--- src/rtl/sound_silence_detector_defines.svh ---
// ----------------------------------------------------------------------------
// Sound/silence detector assertion macros
// Shared concurrent assertion forms, clocked on clk_i and off during reset.
// ----------------------------------------------------------------------------
`ifndef SOUND_SILENCE_DETECTOR_DEFINES_SVH
`define SOUND_SILENCE_DETECTOR_DEFINES_SVH

// The consequent must hold in the same cycle as the antecedent.
`define SSD_ASSERT_IMP(lbl, ante, cons, msg) \
  lbl: assert property (@(posedge clk_i) disable iff (!rst_ni) (ante) |-> (cons)) \
    else $error(msg);

// The consequent must hold in the cycle after the antecedent.
`define SSD_ASSERT_NXT(lbl, ante, cons, msg) \
  lbl: assert property (@(posedge clk_i) disable iff (!rst_ni) (ante) |=> (cons)) \
    else $error(msg);

`endif

--- src/rtl/ssd_pkg.sv ---
// ----------------------------------------------------------------------------
// Sound/silence detector package
// Widths, register codes, reset values and state types of the detector.
// ----------------------------------------------------------------------------
package ssd_pkg;

  // Field widths.
  localparam int PowerW    = 16;
  localparam int StepW     = 16;
  localparam int LevelW    = 16;
  localparam int LastingW  = 24;
  localparam int ElapsedW  = 24;
  localparam int CmpW      = (ElapsedW > LastingW) ? ElapsedW : LastingW;

  // Stream payload widths.
  localparam int InDataW    = 2 * PowerW;
  localparam int OutFieldsW = 2 + 1 + LevelW + PowerW;
  localparam int OutDataW   = ((OutFieldsW + 7) / 8) * 8;

  // Configuration port.
  localparam int CfgIdxW  = 3;
  localparam int CfgDataW = LastingW;

  // Divider: product magnitude over threshold.
  localparam int DivNumW = 2 * PowerW;
  localparam int DivDenW = PowerW;
  localparam int DivCntW = $clog2(DivNumW);

  // Signed width of integrator plus step before clamping.
  localparam int SumW = DivNumW + 1;

  // Register reset values.
  localparam logic [PowerW-1:0]          ThresholdRst  = 16'd16384;
  localparam logic signed [StepW-1:0]    SoundStepRst  = 16'sd100;
  localparam logic signed [StepW-1:0]    SilStepRst    = -16'sd100;
  localparam logic signed [LevelW-1:0]   IntegMinRst   = 16'sd0;
  localparam logic signed [LevelW-1:0]   IntegMaxRst   = 16'sd1000;
  localparam logic signed [LevelW-1:0]   SoundOnRst    = 16'sd800;
  localparam logic signed [LevelW-1:0]   SilenceOnRst  = 16'sd200;
  localparam logic [LastingW-1:0]        LastingRst    = 24'd120000;

  // Register indexes.
  typedef enum logic [CfgIdxW-1:0] {
    REG_THRESHOLD  = 3'd0,
    REG_SOUND_STEP = 3'd1,
    REG_SIL_STEP   = 3'd2,
    REG_INTEG_MIN  = 3'd3,
    REG_INTEG_MAX  = 3'd4,
    REG_SOUND_ON   = 3'd5,
    REG_SILENCE_ON = 3'd6,
    REG_LASTING    = 3'd7
  } cfg_idx_e;

  // Detector modes.
  typedef enum logic [1:0] {
    MODE_SILENCE = 2'd0,
    MODE_SOUND   = 2'd1,
    MODE_LASTING = 2'd2
  } mode_e;

  // Sequencer states.
  typedef enum logic [2:0] {
    SEQ_IDLE,
    SEQ_MUL,
    SEQ_START,
    SEQ_DIV,
    SEQ_CLAMP,
    SEQ_FINISH
  } seq_e;

endpackage

--- src/rtl/ssd_div.sv ---
// ----------------------------------------------------------------------------
// Sound/silence detector divider
// Restoring unsigned divider that retires one quotient bit per cycle.
// ----------------------------------------------------------------------------
`include "sound_silence_detector_defines.svh"

module ssd_div
  import ssd_pkg::*;
(
  input  logic               clk_i,
  input  logic               rst_ni,
  input  logic               start_i,
  input  logic [DivNumW-1:0] dividend_i,
  input  logic [DivDenW-1:0] divisor_i,
  output logic               busy_o,
  output logic               done_o,
  output logic [DivNumW-1:0] quotient_o
);

  logic [DivDenW:0]   rem_q, rem_d;
  logic [DivNumW-1:0] quo_q, quo_d;
  logic [DivDenW-1:0] dvs_q, dvs_d;
  logic [DivCntW-1:0] cnt_q, cnt_d;
  logic               busy_q, busy_d;
  logic               done_q, done_d;
  logic [DivDenW:0]   trial;
  logic               fits;

  // One shift-and-subtract step on the partial remainder.
  assign trial = {rem_q[DivDenW-1:0], quo_q[DivNumW-1]};
  assign fits  = (trial >= {1'b0, dvs_q});

  always_comb begin
    rem_d  = rem_q;
    quo_d  = quo_q;
    dvs_d  = dvs_q;
    cnt_d  = cnt_q;
    busy_d = busy_q;
    done_d = 1'b0;
    if (start_i && !busy_q) begin
      rem_d  = '0;
      quo_d  = dividend_i;
      dvs_d  = divisor_i;
      cnt_d  = DivCntW'(DivNumW - 1);
      busy_d = 1'b1;
    end else if (busy_q) begin
      rem_d = fits ? (trial - {1'b0, dvs_q}) : trial;
      quo_d = {quo_q[DivNumW-2:0], fits};
      cnt_d = cnt_q - 1'b1;
      if (cnt_q == '0) begin
        busy_d = 1'b0;
        done_d = 1'b1;
      end
    end
  end

  // Control registers.
  always_ff @(posedge clk_i or negedge rst_ni) begin
    if (!rst_ni) begin
      cnt_q  <= '0;
      busy_q <= 1'b0;
      done_q <= 1'b0;
    end else begin
      cnt_q  <= cnt_d;
      busy_q <= busy_d;
      done_q <= done_d;
    end
  end

  // Datapath registers.
  always_ff @(posedge clk_i) begin
    rem_q <= rem_d;
    quo_q <= quo_d;
    dvs_q <= dvs_d;
  end

  assign busy_o     = busy_q;
  assign done_o     = done_q;
  assign quotient_o = quo_q;

  `SSD_ASSERT_NXT(a_div_starts, start_i && !busy_q, busy_q, "divider did not start")
  `SSD_ASSERT_NXT(a_div_ends, busy_q && (cnt_q == '0), done_q && !busy_q,
                  "divider did not finish after its last step")
  `SSD_ASSERT_IMP(a_div_done_idle, done_q, !busy_q, "divider done while still busy")

endmodule

--- src/rtl/sound_silence_detector.sv ---
// ----------------------------------------------------------------------------
// Sound/silence detector
// Averages channel power, moves a clamped integrator by a proportional step
// and tracks silence, sound and lasting silence with hysteresis.
// ----------------------------------------------------------------------------
//  Channel   Dir  Payload
//  s_axis    in   tdata: right_power, left_power; tuser: req_type
//  m_axis    out  tdata: detect_state, state_changed, integrator_level, mean_power
//  cfg       in   write enable, register index, write data
//
//  A power sample passes the MUL, START, DIV (32-step divider for the proportional
//  step), CLAMP and FINISH states before the next ready; a tick goes straight to
//  FINISH. One item is worked on at a time; the result register lets the next item
//  be accepted while the previous result waits on m_axis_tready.
//  Reset is asynchronous and active low; the block is ready right after it.
// ----------------------------------------------------------------------------
`include "sound_silence_detector_defines.svh"

module sound_silence_detector
  import ssd_pkg::*;
(
  input  logic                clk_i,
  input  logic                rst_ni,
  input  logic                s_axis_tvalid,
  output logic                s_axis_tready,
  // [15:0] right_power, [31:16] left_power
  input  logic [InDataW-1:0]  s_axis_tdata,
  // [0] req_type
  input  logic                s_axis_tuser,
  output logic                m_axis_tvalid,
  input  logic                m_axis_tready,
  // [1:0] detect_state, [2] state_changed, [18:3] integrator_level,
  // [34:19] mean_power, [39:35] zero
  output logic [OutDataW-1:0] m_axis_tdata,
  input  logic                cfg_we_i,
  input  logic [CfgIdxW-1:0]  cfg_idx_i,
  input  logic [CfgDataW-1:0] cfg_data_i
);

  // Configuration registers.
  logic [PowerW-1:0]        thr_q;
  logic signed [StepW-1:0]  sound_step_q, sil_step_q;
  logic signed [LevelW-1:0] integ_min_q, integ_max_q, sound_on_q, silence_on_q;
  logic [LastingW-1:0]      lasting_q;

  always_ff @(posedge clk_i or negedge rst_ni) begin
    if (!rst_ni) begin
      thr_q        <= ThresholdRst;
      sound_step_q <= SoundStepRst;
      sil_step_q   <= SilStepRst;
      integ_min_q  <= IntegMinRst;
      integ_max_q  <= IntegMaxRst;
      sound_on_q   <= SoundOnRst;
      silence_on_q <= SilenceOnRst;
      lasting_q    <= LastingRst;
    end else if (cfg_we_i) begin
      unique case (cfg_idx_e'(cfg_idx_i))
        REG_THRESHOLD:  thr_q        <= cfg_data_i[PowerW-1:0];
        REG_SOUND_STEP: sound_step_q <= cfg_data_i[StepW-1:0];
        REG_SIL_STEP:   sil_step_q   <= cfg_data_i[StepW-1:0];
        REG_INTEG_MIN:  integ_min_q  <= cfg_data_i[LevelW-1:0];
        REG_INTEG_MAX:  integ_max_q  <= cfg_data_i[LevelW-1:0];
        REG_SOUND_ON:   sound_on_q   <= cfg_data_i[LevelW-1:0];
        REG_SILENCE_ON: silence_on_q <= cfg_data_i[LevelW-1:0];
        REG_LASTING:    lasting_q    <= cfg_data_i[LastingW-1:0];
        default:        ;
      endcase
    end
  end

  // Sequencer and detector state.
  seq_e                     state_q, state_d;
  mode_e                    mode_q, mode_d;
  logic signed [LevelW-1:0] integ_q, integ_d;
  logic [ElapsedW-1:0]      elapsed_q, elapsed_d;
  logic [PowerW-1:0]        last_mean_q, last_mean_d;
  logic                     m_valid_q, m_valid_d;

  // Per-item payload registers.
  logic                     is_tick_q, is_tick_d;
  logic [DivNumW-1:0]       prod_q, prod_d;
  logic                     neg_q, neg_d;
  logic [OutDataW-1:0]      m_data_q, m_data_d;

  // Divider interface.
  logic                     div_start;
  logic                     div_busy;
  logic                     div_done;
  logic [DivNumW-1:0]       div_quo;

  // Combinational datapath terms.
  logic [PowerW-1:0]        thr_eff;
  logic [PowerW:0]          power_sum;
  logic                     at_or_above;
  logic [PowerW-1:0]        diff;
  logic signed [StepW-1:0]  step_sel;
  logic [StepW-1:0]         step_mag;
  logic signed [SumW-1:0]   delta, sum, lo_clamped, hi_clamped;
  logic                     can_load;
  logic                     out_load;

  // A zero threshold acts as one.
  assign thr_eff     = (thr_q == '0) ? PowerW'(1) : thr_q;
  assign power_sum   = {1'b0, s_axis_tdata[PowerW-1:0]} + {1'b0, s_axis_tdata[InDataW-1:PowerW]};

  // Distance from the threshold and the magnitude of the chosen step.
  assign at_or_above = (last_mean_q >= thr_eff);
  assign diff        = at_or_above ? (last_mean_q - thr_eff) : (thr_eff - last_mean_q);
  assign step_sel    = at_or_above ? sound_step_q : sil_step_q;
  assign step_mag    = step_sel[StepW-1] ? StepW'(-step_sel) : StepW'(step_sel);

  // Integrator update with the lower clamp first and the upper clamp last.
  assign delta      = neg_q ? -$signed({1'b0, div_quo}) : $signed({1'b0, div_quo});
  assign sum        = SumW'(integ_q) + delta;
  assign lo_clamped = (sum < SumW'(integ_min_q)) ? SumW'(integ_min_q) : sum;
  assign hi_clamped = (lo_clamped > SumW'(integ_max_q)) ? SumW'(integ_max_q) : lo_clamped;

  assign can_load  = !m_valid_q || m_axis_tready;
  assign div_start = (state_q == SEQ_START);

  always_comb begin
    state_d     = state_q;
    mode_d      = mode_q;
    integ_d     = integ_q;
    elapsed_d   = elapsed_q;
    last_mean_d = last_mean_q;
    m_valid_d   = m_valid_q && !m_axis_tready;
    is_tick_d   = is_tick_q;
    prod_d      = prod_q;
    neg_d       = neg_q;
    m_data_d    = m_data_q;
    out_load    = 1'b0;

    unique case (state_q)
      SEQ_IDLE: begin
        if (s_axis_tvalid) begin
          is_tick_d = s_axis_tuser;
          if (s_axis_tuser) begin
            state_d = SEQ_FINISH;
          end else begin
            last_mean_d = power_sum[PowerW:1];
            state_d     = SEQ_MUL;
          end
        end
      end
      SEQ_MUL: begin
        prod_d  = DivNumW'(step_mag) * DivNumW'(diff);
        neg_d   = step_sel[StepW-1];
        state_d = SEQ_START;
      end
      SEQ_START: begin
        state_d = SEQ_DIV;
      end
      SEQ_DIV: begin
        if (div_done) begin
          state_d = SEQ_CLAMP;
        end
      end
      SEQ_CLAMP: begin
        integ_d = LevelW'(hi_clamped);
        state_d = SEQ_FINISH;
      end
      SEQ_FINISH: begin
        if (can_load) begin
          out_load = 1'b1;
          if (is_tick_q) begin
            if (elapsed_q != '1) begin
              elapsed_d = elapsed_q + 1'b1;
            end
          end else begin
            priority if ((mode_q == MODE_SILENCE || mode_q == MODE_LASTING) &&
                         integ_q >= sound_on_q) begin
              mode_d = MODE_SOUND;
            end else if (mode_q == MODE_SOUND && integ_q <= silence_on_q) begin
              mode_d    = MODE_SILENCE;
              elapsed_d = '0;
            end else if (mode_q == MODE_SILENCE &&
                         CmpW'(elapsed_q) >= CmpW'(lasting_q)) begin
              mode_d = MODE_LASTING;
            end else begin
              mode_d = mode_q;
            end
          end
          m_valid_d = 1'b1;
          m_data_d  = OutDataW'({last_mean_q, integ_q, (mode_d != mode_q), mode_d});
          state_d   = SEQ_IDLE;
        end
      end
      default: begin
        state_d = SEQ_IDLE;
      end
    endcase
  end

  // Control and detector state registers.
  always_ff @(posedge clk_i or negedge rst_ni) begin
    if (!rst_ni) begin
      state_q     <= SEQ_IDLE;
      mode_q      <= MODE_SILENCE;
      integ_q     <= '0;
      elapsed_q   <= '0;
      last_mean_q <= '0;
      m_valid_q   <= 1'b0;
    end else begin
      state_q     <= state_d;
      mode_q      <= mode_d;
      integ_q     <= integ_d;
      elapsed_q   <= elapsed_d;
      last_mean_q <= last_mean_d;
      m_valid_q   <= m_valid_d;
    end
  end

  // Payload registers.
  always_ff @(posedge clk_i) begin
    is_tick_q <= is_tick_d;
    prod_q    <= prod_d;
    neg_q     <= neg_d;
    m_data_q  <= m_data_d;
  end

  // Divider for the proportional step.
  ssd_div u_div (
    .clk_i      (clk_i),
    .rst_ni     (rst_ni),
    .start_i    (div_start),
    .dividend_i (prod_q),
    .divisor_i  (thr_eff),
    .busy_o     (div_busy),
    .done_o     (div_done),
    .quotient_o (div_quo)
  );

  assign s_axis_tready = (state_q == SEQ_IDLE);
  assign m_axis_tvalid = m_valid_q;
  assign m_axis_tdata  = m_data_q;

  `SSD_ASSERT_NXT(a_tick_short, s_axis_tvalid && s_axis_tready && s_axis_tuser,
                  state_q == SEQ_FINISH, "tick transaction did not go straight to finish")
  `SSD_ASSERT_NXT(a_changed_flag, out_load, m_data_q[2] == (mode_q != $past(mode_q)),
                  "state_changed does not match the mode update")
  `SSD_ASSERT_IMP(a_div_free, state_q == SEQ_START, !div_busy,
                  "divider started while still busy")

endmodule
--- config.mk ---
export PLATFORM = sky130hd
export DESIGN_NAME = sound_silence_detector
export DESIGN_NICKNAME = d
export VERILOG_FILES = /design/src/rtl/ssd_pkg.sv /design/src/rtl/ssd_div.sv /design/src/rtl/sound_silence_detector.sv
export VERILOG_INCLUDE_DIRS = /design/src /design/src/rtl
export SDC_FILE = /design/constraint.sdc
export NUM_CORES = 1
export LEC_CHECK = 0
export ABC_AREA = 1
export BUFFER_PORTS_ARGS = -buffer_cell sky130_fd_sc_hd__buf_2
export CAP_MARGIN = 20
export CORE_MARGIN = 8
export CORE_UTILIZATION = 45
export DETAILED_ROUTE_END_ITERATION = 10
export GPL_TIMING_DRIVEN = 0
export PLACE_DENSITY = 0.65
export SETUP_SLACK_MARGIN = 0.05
export SLEW_MARGIN = 20
export SYNTH_ARGS = -nofsm -noshare
export SYNTH_HDL_FRONTEND = slang
export SYNTH_SLANG_ARGS = --single-unit
--- constraint.sdc ---
create_clock -name clk_i -period 11.55 [get_ports clk_i]
set_input_delay 0.5775 -clock clk_i [delete_from_list [all_inputs] [get_ports clk_i]]
set_output_delay 0.5775 -clock clk_i [all_outputs]
set_load 0.02 [all_outputs]
==> impl_metrics.json, run 1 <==
{
  "grt_usage_pct": 22.70,
  "whs_ns": 0.2068,
  "via_per_inst": 5.274,
  "final.setup_skew_ns": 0.04264,
  "synth_edf_count": 117,
  "io_buffers": 101,
  "grt_pass1_vias": 26990,
  "num_io_pins": 107,
  "async_reset_ff_share_pct": 60.65,
  "ys_ff_latch": 338,
  "end_kind": "register",
  "synthFlopType": "dfrtp_1",
  "antenna_left": 0,
  "critical-path-top-delay-family": "adder cells",
  "yosysSeqAreaShare_pct": 28.58,
  "grt_first_pass_wirelength_microns": 143600,
  "instances_no_fill": 5156,
  "synthesis.instances": 4030,
  "clk_pin_slew_ns": 0.06,
  "drtIter0Drc": 2178,
  "fill_cells": 6922,
  "cts_hold_buf": 1,
  "die_y_microns": 280.7,
  "vias": 27190,
  "grt_max_degree": 91,
  "crit_buf_inv": 9,
  "drive_above_1_share_pct": 7.353,
  "yosys_warnings": 0,
  "fin_crit_ns": 10.22,
  "start_kind": "register",
  "yosys.cell_types.count": 56,
  "die_w_microns": 280.7,
  "fmax_ghz": 0.09784,
  "core_area_sq_um": 69660,
  "synthTopCellsByArea": "dfrtp_1 (13%), ha_1 (13%), fa_1 (13%)",
  "grt_overflow": 0,
  "cts-root-buf": "clkbuf_16",
  "drt_wl_total_microns": 88130,
  "setup_tns_ns": 0,
  "synth_top_area_share_pct": 13.50,
  "synth_largest_area_cell": "dfrtp_1",
  "firstDrtPassIters": 6,
  "route.detailed.drc": 0,
  "clkLatencyLatePin_ns": 0.59,
  "worstMarginPinSlew_ns": 0.8014,
  "setup_violations": 0,
  "initial_utilization_pct": 45.24,
  "hold_path_class": "input pin to register",
  "critPathMaxStageDelay_ns": 0.61,
  "relSlewSlack_pct": 46.38,
  "htreeDepth": 2,
  "fin_util_pct": 49.85,
  "cts_buffers": 39,
  "antenna_found_initial": 1,
  "post_cts_buffers": 0,
  "rows": 97,
  "arrival_ns": 10.52,
  "hpwlAfterDp_microns": 70330,
  "cts_tree": "yes",
  "dieArea_sq_um": 78770,
  "rsz0062_at_grt": "no",
  "n_antenna_cell": 0,
  "path_max_fanout": 10,
  "syn_area_sq_um": 31520,
  "clockBufferDepth": 3,
  "final_hold_viol_count": 0,
  "place_congestion": 0.9382,
  "post_drt_wl_per_cell_microns": 17.09,
  "cts.sinks": 338,
  "ctsResizeCount": 0,
  "placedCellCount": 5083,
  "outcome": "complete, no violations",
  "synth.avg_cell_area_sq_um": 7.821,
  "area_delta_synth_final_pct": 10.17,
  "crit_slowest_cell": "o21ai_0",
  "worstPathRequired_ns": 11.85,
  "max-cap-violations": 0,
  "path_class": "register to register",
  "nets": 4773,
  "slew_violations": 0,
  "post-route-period-util_pct": 88.49
}
==> path summary, 6_finish.rpt <==
| kind | slack [ns] | cells after the start | start | endpoint |
|---|---|---|---|---|
| min in group asynchronous | 0.52 | 2 | rst_ni | last_mean_q[15] |
| min reg2reg | 0.48 | 2 | u_div.rem_q[12] | u_div.rem_q[12] |
| min | 0.21 | 3 | cfg_data_i[16] | lasting_q[16] |
| max reg2reg | 1.33 | 44 | thr_q[7] | prod_q[29] |
| max | 1.33 | 44 | thr_q[7] | prod_q[29] |
| max in group asynchronous | 9.85 | 4 | rst_ni | integ_max_q[3] |
==> metal layers <==
layer  wire (microns)  vias to the layer above  GRT usage [%]
met5                0                        -              0
met4             3526                        0          8.693
met3             5920                      181          3.013
met2            38780                      921          36.14
met1            39910                    12890          31.32
li1                 -                    13200              -
==> cells by family after synthesis <==
| group | Yosys count | synth area share [%] |
|---|---|---|
| other cells | 1 | 0.01190 |
| flops | 338 | 28.58 |
| compound gates | 614 | 10.52 |
| fa+ha+maj | 523 | 25.50 |
| buf+inv | 801 | 9.904 |
| xor+xnor | 149 | 4.236 |
| simple gates | 1604 | 21.25 |
==> cell usage after synthesis, drive strengths merged, types with 3 or more instances <==
cell / instances
nand4: 44
o211ai: 9
nand3: 214
a21oi: 207
xnor2: 43
buf: 42
edfxtp: 117
nand2: 940
clkbuf: 74
o21ai: 317
dfrtp: 170
nand3b: 15
o221ai: 4
nor4: 9
a31oi: 7
a211oi: 7
xor2: 106
dfstp: 35
ha: 324
o31ai: 7
fa: 199
o21a: 9
a21o: 16
nor2: 325
nor3: 47
clkinv: 6
a21boi: 10
dfxtp: 16
o2111ai: 3
inv: 679
o21bai: 12
or2: 8
==> tightest hold or removal path, cell delays in order <==
cell and delay, ns:
buf_2 0.07, nand2_1 0.05, o21ai_0 0.07
==> state kept, by name, summed over array words and instances (netlist names), 2 cells and up <==
| signal | flops |
|---|---|
| sound_on_q | 16 |
| u_div.dvs_q | 16 |
| mode_q | 2 |
| u_div.rem_q | 16 |
| lasting_q | 24 |
| sil_step_q | 16 |
| thr_q | 16 |
| silence_on_q | 16 |
| state_q | 3 |
| elapsed_q | 24 |
| last_mean_q | 16 |
| integ_min_q | 16 |
| prod_q | 32 |
| u_div.quotient_o | 32 |
| m_axis_tdata | 35 |
| sound_step_q | 16 |
| u_div.cnt_q | 5 |
| integ_q | 16 |
| integ_max_q | 16 |
==> final cells by class <==
type / instances / area [sq um] / area share (%)
tap: 940 / 1176 / 3.387
clock buffer: 48 / 1030 / 2.965
buffer: 116 / 555.5 / 1.600
multi-input combinational: 2895 / 19420 / 55.92
clock inverter: 24 / 312.8 / 0.9008
timing repair buffer: 110 / 654.4 / 1.884
inverter: 685 / 2571 / 7.404
sequential: 338 / 9009 / 25.94
==> stage by stage <==
stage / cell area [sq um] / worst slack, ns
finish: 34730 / 1.329
global route: 34730 / 0.6042
CTS: 34720 / 1.347
detailed placement: 33370 / 1.481
global placement: 33220 / 1.522
floorplan: 31530 / 3.198
==> cell usage in the layout, fill, tap and decap left out, drive strengths merged, types with 3 or more instances in the layout <==
master   instances
nand3          214
edfxtp         117
dfrtp          170
nand2          940
clkinv          18
nor4             9
a21boi          10
nor3            47
a21o            16
fa             199
bufinv           5
clkbuf         122
or2              8
nand3b          15
xnor2           43
o21bai          12
ha             324
nor2           325
conb             5
a211oi           7
buf            151
a31oi            7
o31ai            7
inv            684
o21a             9
o211ai           9
xor2           106
o21ai          317
nand4           44
dfxtp           16
o2111ai          3
o221ai           4
dfstp           35
a21oi          207
Power of run 1 is left out: the tool's default activity adds up to more than one toggle a clock period on the data nets, which glitch-free logic cannot reach.
==> run 2: changes to the inputs <==
--- a/config.mk
+++ b/config.mk
@@ -9,7 +9,7 @@
 export ABC_AREA = 1
 export BUFFER_PORTS_ARGS = -buffer_cell sky130_fd_sc_hd__buf_2
 export CAP_MARGIN = 20
-export CORE_MARGIN = 8
+export CORE_MARGIN = 2
 export CORE_UTILIZATION = 45
 export DETAILED_ROUTE_END_ITERATION = 10
 export GPL_TIMING_DRIVEN = 0
==> run 2 against run 1 <==
  * Clock-buffer cell count down 3
  * Largest cell class unchanged
  * Clock skew down 0.0021 ns
  * Highest routed layer unchanged
  * First-iteration DRC count down 5.8%
  * Critical endpoint unchanged
  * Via count down 0.99%
==> impl_metrics.json, run 2 (synthesis gave the netlist of run 1 again) <==
{
  "cts_buffers": 37,
  "worstMarginPinSlew_ns": 0.8378,
  "firstDrtPassIters": 6,
  "clkLatencyLatePin_ns": 0.59,
  "drt_wl_total_microns": 86610,
  "path_max_fanout": 10,
  "grt_pass1_vias": 26550,
  "path_class": "register to register",
  "grt_overflow": 0,
  "n_antenna_cell": 0,
  "grt_max_degree": 96,
  "rows": 97,
  "final_hold_viol_count": 0,
  "num_io_pins": 107,
  "clk_pin_slew_ns": 0.06,
  "reg2reg_to": "prod_q[29]",
  "nets": 4772,
  "fmax_ghz": 0.09740,
  "post_cts_buffers": 0,
  "place_congestion": 0.9437,
  "initial_utilization_pct": 45.24,
  "grt_usage_pct": 24.90,
  "finalInstanceArea_sq_um": 34650,
  "use_met3_pct": 2.959,
  "cts.sinks": 338,
  "worstPathRequired_ns": 11.83,
  "rr_worst_depth": 44,
  "min_from": "cfg_data_i[16]",
  "outcome": "complete, no violations",
  "max-cap-violations": 0,
  "final_cell_mix": "nand2_1 (920), inv_1 (669), ha_1 (324)",
  "die_y_microns": 268.7,
  "grt_use_met2_pct": 39.89,
  "end_kind": "register",
  "cts_tree": "yes",
  "crit_slowest_cell": "o21ai_0",
  "antenna_left": 0,
  "via_per_inst": 5.227,
  "grt.busiest_layer": "met2",
  "start_kind": "register",
  "cts-root-buf": "clkbuf_16",
  "route.detailed.drc": 0,
  "grt_util_met1_pct": 34.98,
  "critPathMaxStageDelay_ns": 0.66,
  "r2r_slack_ns": 1.28,
  "drtIter0Drc": 2051,
  "htreeDepth": 2,
  "setup_violations": 0,
  "slew_violations": 0,
  "vias": 26930,
  "min_path_cells": 3,
  "place_area_sq_um": 33390,
  "clockBufferDepth": 3,
  "rsz0062_at_grt": "no",
  "relSlewSlack_pct": 43.56,
  "die_w_microns": 268.7,
  "fin_util_pct": 49.73,
  "dieArea_sq_um": 72180,
  "setup_tns_ns": 0,
  "hold_path_class": "input pin to register",
  "ctsResizeCount": 0,
  "core_area_sq_um": 69660,
  "hpwlAfterDp_microns": 69050,
  "largest_reg_flops": 35,
  "r2r_start": "thr_q[12]",
  "fin_crit_ns": 10.27,
  "grt_first_pass_wirelength_microns": 141600,
  "post-route-period-util_pct": 88.89,
  "post_drt_wl_per_cell_microns": 16.81,
  "drive_above_1_share_pct": 7.338,
  "io_buffers": 101,
  "antenna_found_initial": 3,
  "area_delta_synth_final_pct": 9.924,
  "final.setup_skew_ns": 0.04058,
  "min_to": "lasting_q[16]",
  "final_common_cell": "nand2_1",
  "arrival_ns": 10.54
}
==> run 2: changes by cell type in the layout (fill, tap and decap cells not counted), sizes merged <==
cell	before	now
buf	151	152
bufinv	5	4
clkbuf	122	119
clkinv	18	19
inv	684	681
==> run 2: through the flow <==
| stage | std cells | setup slack (ns) | hold slack (ns) |
|---|---|---|---|
| after global placement | 5075 | 1.496 | 0.4540 |
| after detailed placement | 5084 | 1.504 | 0.4654 |
| after CTS | 5151 | 1.457 | 0.2009 |
| after floorplan | 4034 | 3.198 | 0.2819 |
| after global routing | 5151 | 0.5797 | 0.2228 |
| final | 5151 | 1.283 | 0.2192 |
==> run 2: repair_timing <==
action	in CTS	in global routing
hold buffers	1	0
setup endpoints to repair	0	0
endpoints found under the hold margin	32	0
==> run 2: worst max-delay path, delay by kind of cell, from the launching register on <==
family	cells	cell delay [ns]
adders and majority gates	10	4.36
and+or+nand+nor	21	2.82
AOI/OAI and AO/OA	4	1.32
buffers and inverters	9	1.06
DFF	1	0.40
==> run 2: layout make-up <==
class,count,area (sq um)
Buffer,116,553.0
Tap cell,940,1176
Inverter,685,2571
Multi-Input combinational cell,2895,19420
Clock buffer,45,997.2
Clock inverter,21,249.0
Timing Repair Buffer,111,674.4
Fill cell,6913,35020
Sequential cell,338,9009
==> run 2: how the worst max path moves through the flow <==
stage                 end  slack, ns  cells after the start  startpoint
3_3_place_gp   prod_q[29]       1.50                     44   thr_q[12]
6_report       prod_q[29]       1.28                     44   thr_q[12]
2_1_floorplan  prod_q[28]       3.20                     46    thr_q[3]
3_5_place_dp   prod_q[29]       1.50                     44   thr_q[11]
5_1_grt        prod_q[29]       0.58                     44   thr_q[11]
4_1_cts        prod_q[29]       1.46                     44   thr_q[12]
==> run 2: metal layers <==
metal	wire (microns)	part of all wire (%)
met1	39770	46
met2	38600	45
met3	5310	6.1
met4	2918	3.4
met5	0	0
Power of run 2 is left out for the same reason.
==> run 3: changes to the inputs <==
--- a/config.mk
+++ b/config.mk
@@ -18,4 +18,5 @@
 export SLEW_MARGIN = 20
 export SYNTH_ARGS = -nofsm -noshare
 export SYNTH_HDL_FRONTEND = slang
+export SYNTH_HIERARCHICAL = 1
 export SYNTH_SLANG_ARGS = --single-unit
==> run 3 against run 2 <==
  * Final area is 0.97% higher
  * Wire length is 2.4% higher
  * Cell count is 1.7% higher
  * Largest cell class unchanged
==> impl_metrics.json, run 3 <==
{
  "rr_worst_depth": 50,
  "num_io_pins": 107,
  "critPathMaxStageDelay_ns": 0.54,
  "cts_tree": "yes",
  "n_antenna_cell": 0,
  "worst_path_most_repeated_cell": "nand2_1",
  "post-synth-top-count-cell": "nand2_1",
  "antenna_found_initial": 1,
  "grt_overflow": 0,
  "path_class": "register to register",
  "outcome": "complete, no violations",
  "post_drt_wl_per_cell_microns": 16.92,
  "via_per_inst": 5.204,
  "syn_area_sq_um": 31920,
  "slew_violations": 0,
  "clkLatencyLatePin_ns": 0.57,
  "route.detailed.drc": 0,
  "finalInstanceArea_sq_um": 34980,
  "clk_pin_slew_ns": 0.06,
  "place_area_sq_um": 33740,
  "max-cap-violations": 0,
  "yosys_warnings": 6,
  "nets": 4857,
  "rsz0062_at_grt": "no",
  "initial_utilization_pct": 45.50,
  "r2r_slack_ns": 1.24,
  "setup_slack_ns": 1.243,
  "critical-path-top-delay-family": "adder cells",
  "die_y_microns": 270.3,
  "synth.avg_cell_area_sq_um": 7.749,
  "setup_violations": 0,
  "drt_wl_total_microns": 88670,
  "min_to": "lasting_q[23]",
  "place_congestion": 0.9690,
  "final.setup_skew_ns": 0.02772,
  "place_ws_ns": 1.347,
  "cts-root-buf": "clkbuf_16",
  "min_from": "cfg_data_i[23]",
  "path_max_fanout": 10,
  "final_common_cell": "nand2_1",
  "hpwlAfterDp_microns": 71740,
  "min_path_cells": 3,
  "fin_crit_ns": 10.31,
  "end_kind": "register",
  "worstMarginPinSlew_ns": 1.031,
  "reg2reg_to": "prod_q[31]",
  "synthFlopType": "dfrtp_1",
  "synth_largest_area_cell": "dfrtp_1",
  "synthesis.instances": 4119,
  "grt_max_degree": 96,
  "r2r_start": "thr_q[14]",
  "yosysSeqAreaShare_pct": 28.22,
  "start_kind": "register",
  "post-route-period-util_pct": 89.24,
  "htreeDepth": 2,
  "grt_usage_pct": 24.65,
  "crit_slowest_cell": "dfstp_2",
  "cts.sinks": 338,
  "fin_util_pct": 49.87,
  "vias": 27260,
  "synthTopCellsByArea": "dfrtp_1 (13%), ha_1 (13%), fa_1 (12%)",
  "synth_top_cells_by_count": "nand2_1 (987), inv_1 (700), ha_1 (324)",
  "relSlewSlack_pct": 31.28,
  "final_cell_mix": "nand2_1 (987), inv_1 (699), ha_1 (324)",
  "hold_path_class": "input pin to register",
  "area_delta_synth_final_pct": 9.608,
  "synth_top_area_share_pct": 13.33,
  "largest_reg_flops": 35,
  "crit_buf_inv": 14,
  "rows": 97,
  "worstPathRequired_ns": 11.84,
  "grt_first_pass_wirelength_microns": 144100,
  "io_buffers": 101,
  "ctsResizeCount": 0,
  "antenna_left": 0,
  "fmax_ghz": 0.09702,
  "drtIter0Drc": 2275,
  "dieArea_sq_um": 73080,
  "async_reset_ff_share_pct": 60.65,
  "final_hold_viol_count": 0,
  "setup_tns_ns": 0,
  "die_w_microns": 270.3,
  "ys_ff_latch": 338,
  "clockBufferDepth": 3,
  "firstDrtPassIters": 5,
  "drive_above_1_share_pct": 7.862,
  "yosys.cell_types.count": 60,
  "synth_edf_count": 117,
  "arrival_ns": 10.60,
  "core_area_sq_um": 70150,
  "grt_pass1_vias": 26550,
  "cts_buffers": 38
}
## run 3: cell count changes after synthesis, sizes merged, moves of 9 or more
cell,before,now
xor2,106,94
o21ai,317,299
nand3,214,230
a21oi,207,185
inv,679,709
nand2,940,1022
or2,8,25
a31oi,7,16
## run 3: routing by layer
metal / share of wire, % / global-route usage [%] / up-vias
met5: 0 / 0 / -
li1: - / - / 13440
met4: 3.1 / 7.502 / 0
met2: 45 / 39.13 / 809
met3: 6.4 / 2.712 / 137
met1: 46 / 35.36 / 12880
## run 3: cell families after synthesis
family | after synthesis | synth area share [%]
AOI/OAI and AO/OA | 570 | 9.702
xor gates and xnor gates | 140 | 3.865
adders and majority gates | 523 | 25.18
buffers and inverters | 830 | 10.16
DFF | 338 | 28.22
muxes | 1 | 0.03136
other | 1 | 0.01175
and+or+nand+nor | 1716 | 22.82
## run 3: stage by stage
stage               hold WS, ns  instances
global placement         0.4648       5164
detailed placement       0.4600       5168
floorplan                0.2819       4123
finish                   0.2247       5239
global route             0.2108       5239
CTS                      0.1945       5239
## run 3: worst max-delay path by stage
stage | from | end | cells past startpoint
finish | thr_q[14] | prod_q[31] | 50
global route | thr_q[15] | prod_q[31] | 50
CTS | thr_q[14] | prod_q[31] | 50
detailed placement | thr_q[14] | prod_q[31] | 50
global placement | thr_q[14] | prod_q[31] | 50
floorplan | thr_q[3] | prod_q[31] | 50
## run 3: worst register-to-register path, delay by kind of cell, from the launching register on
family,cells,cell delay [ns]
compound gates,6,1.30
fa+ha+maj,9,4.04
buf+inv,14,2.07
flops,1,0.54
simple gates,21,2.12
## run 3: layout make-up
class	instances	area [sq um]
Clock inverter	11	97.59
Sequential cell	338	9007
Inverter	714	2680
Fill cell	6962	35170
Clock buffer	59	1141
Buffer	116	565.5
Timing Repair Buffer	106	620.6
Tap cell	940	1176
Multi-Input combinational cell	2955	19700
## run 3: timing repair
item / 4_1_cts / 5_1_grt
hold buffers: 1 / 0
endpoints found under the hold margin: 33 / 0
endpoints found under the setup margin: 0 / 0
buffers inserted: 0 / 0
Power of run 3 is left out for the same reason.
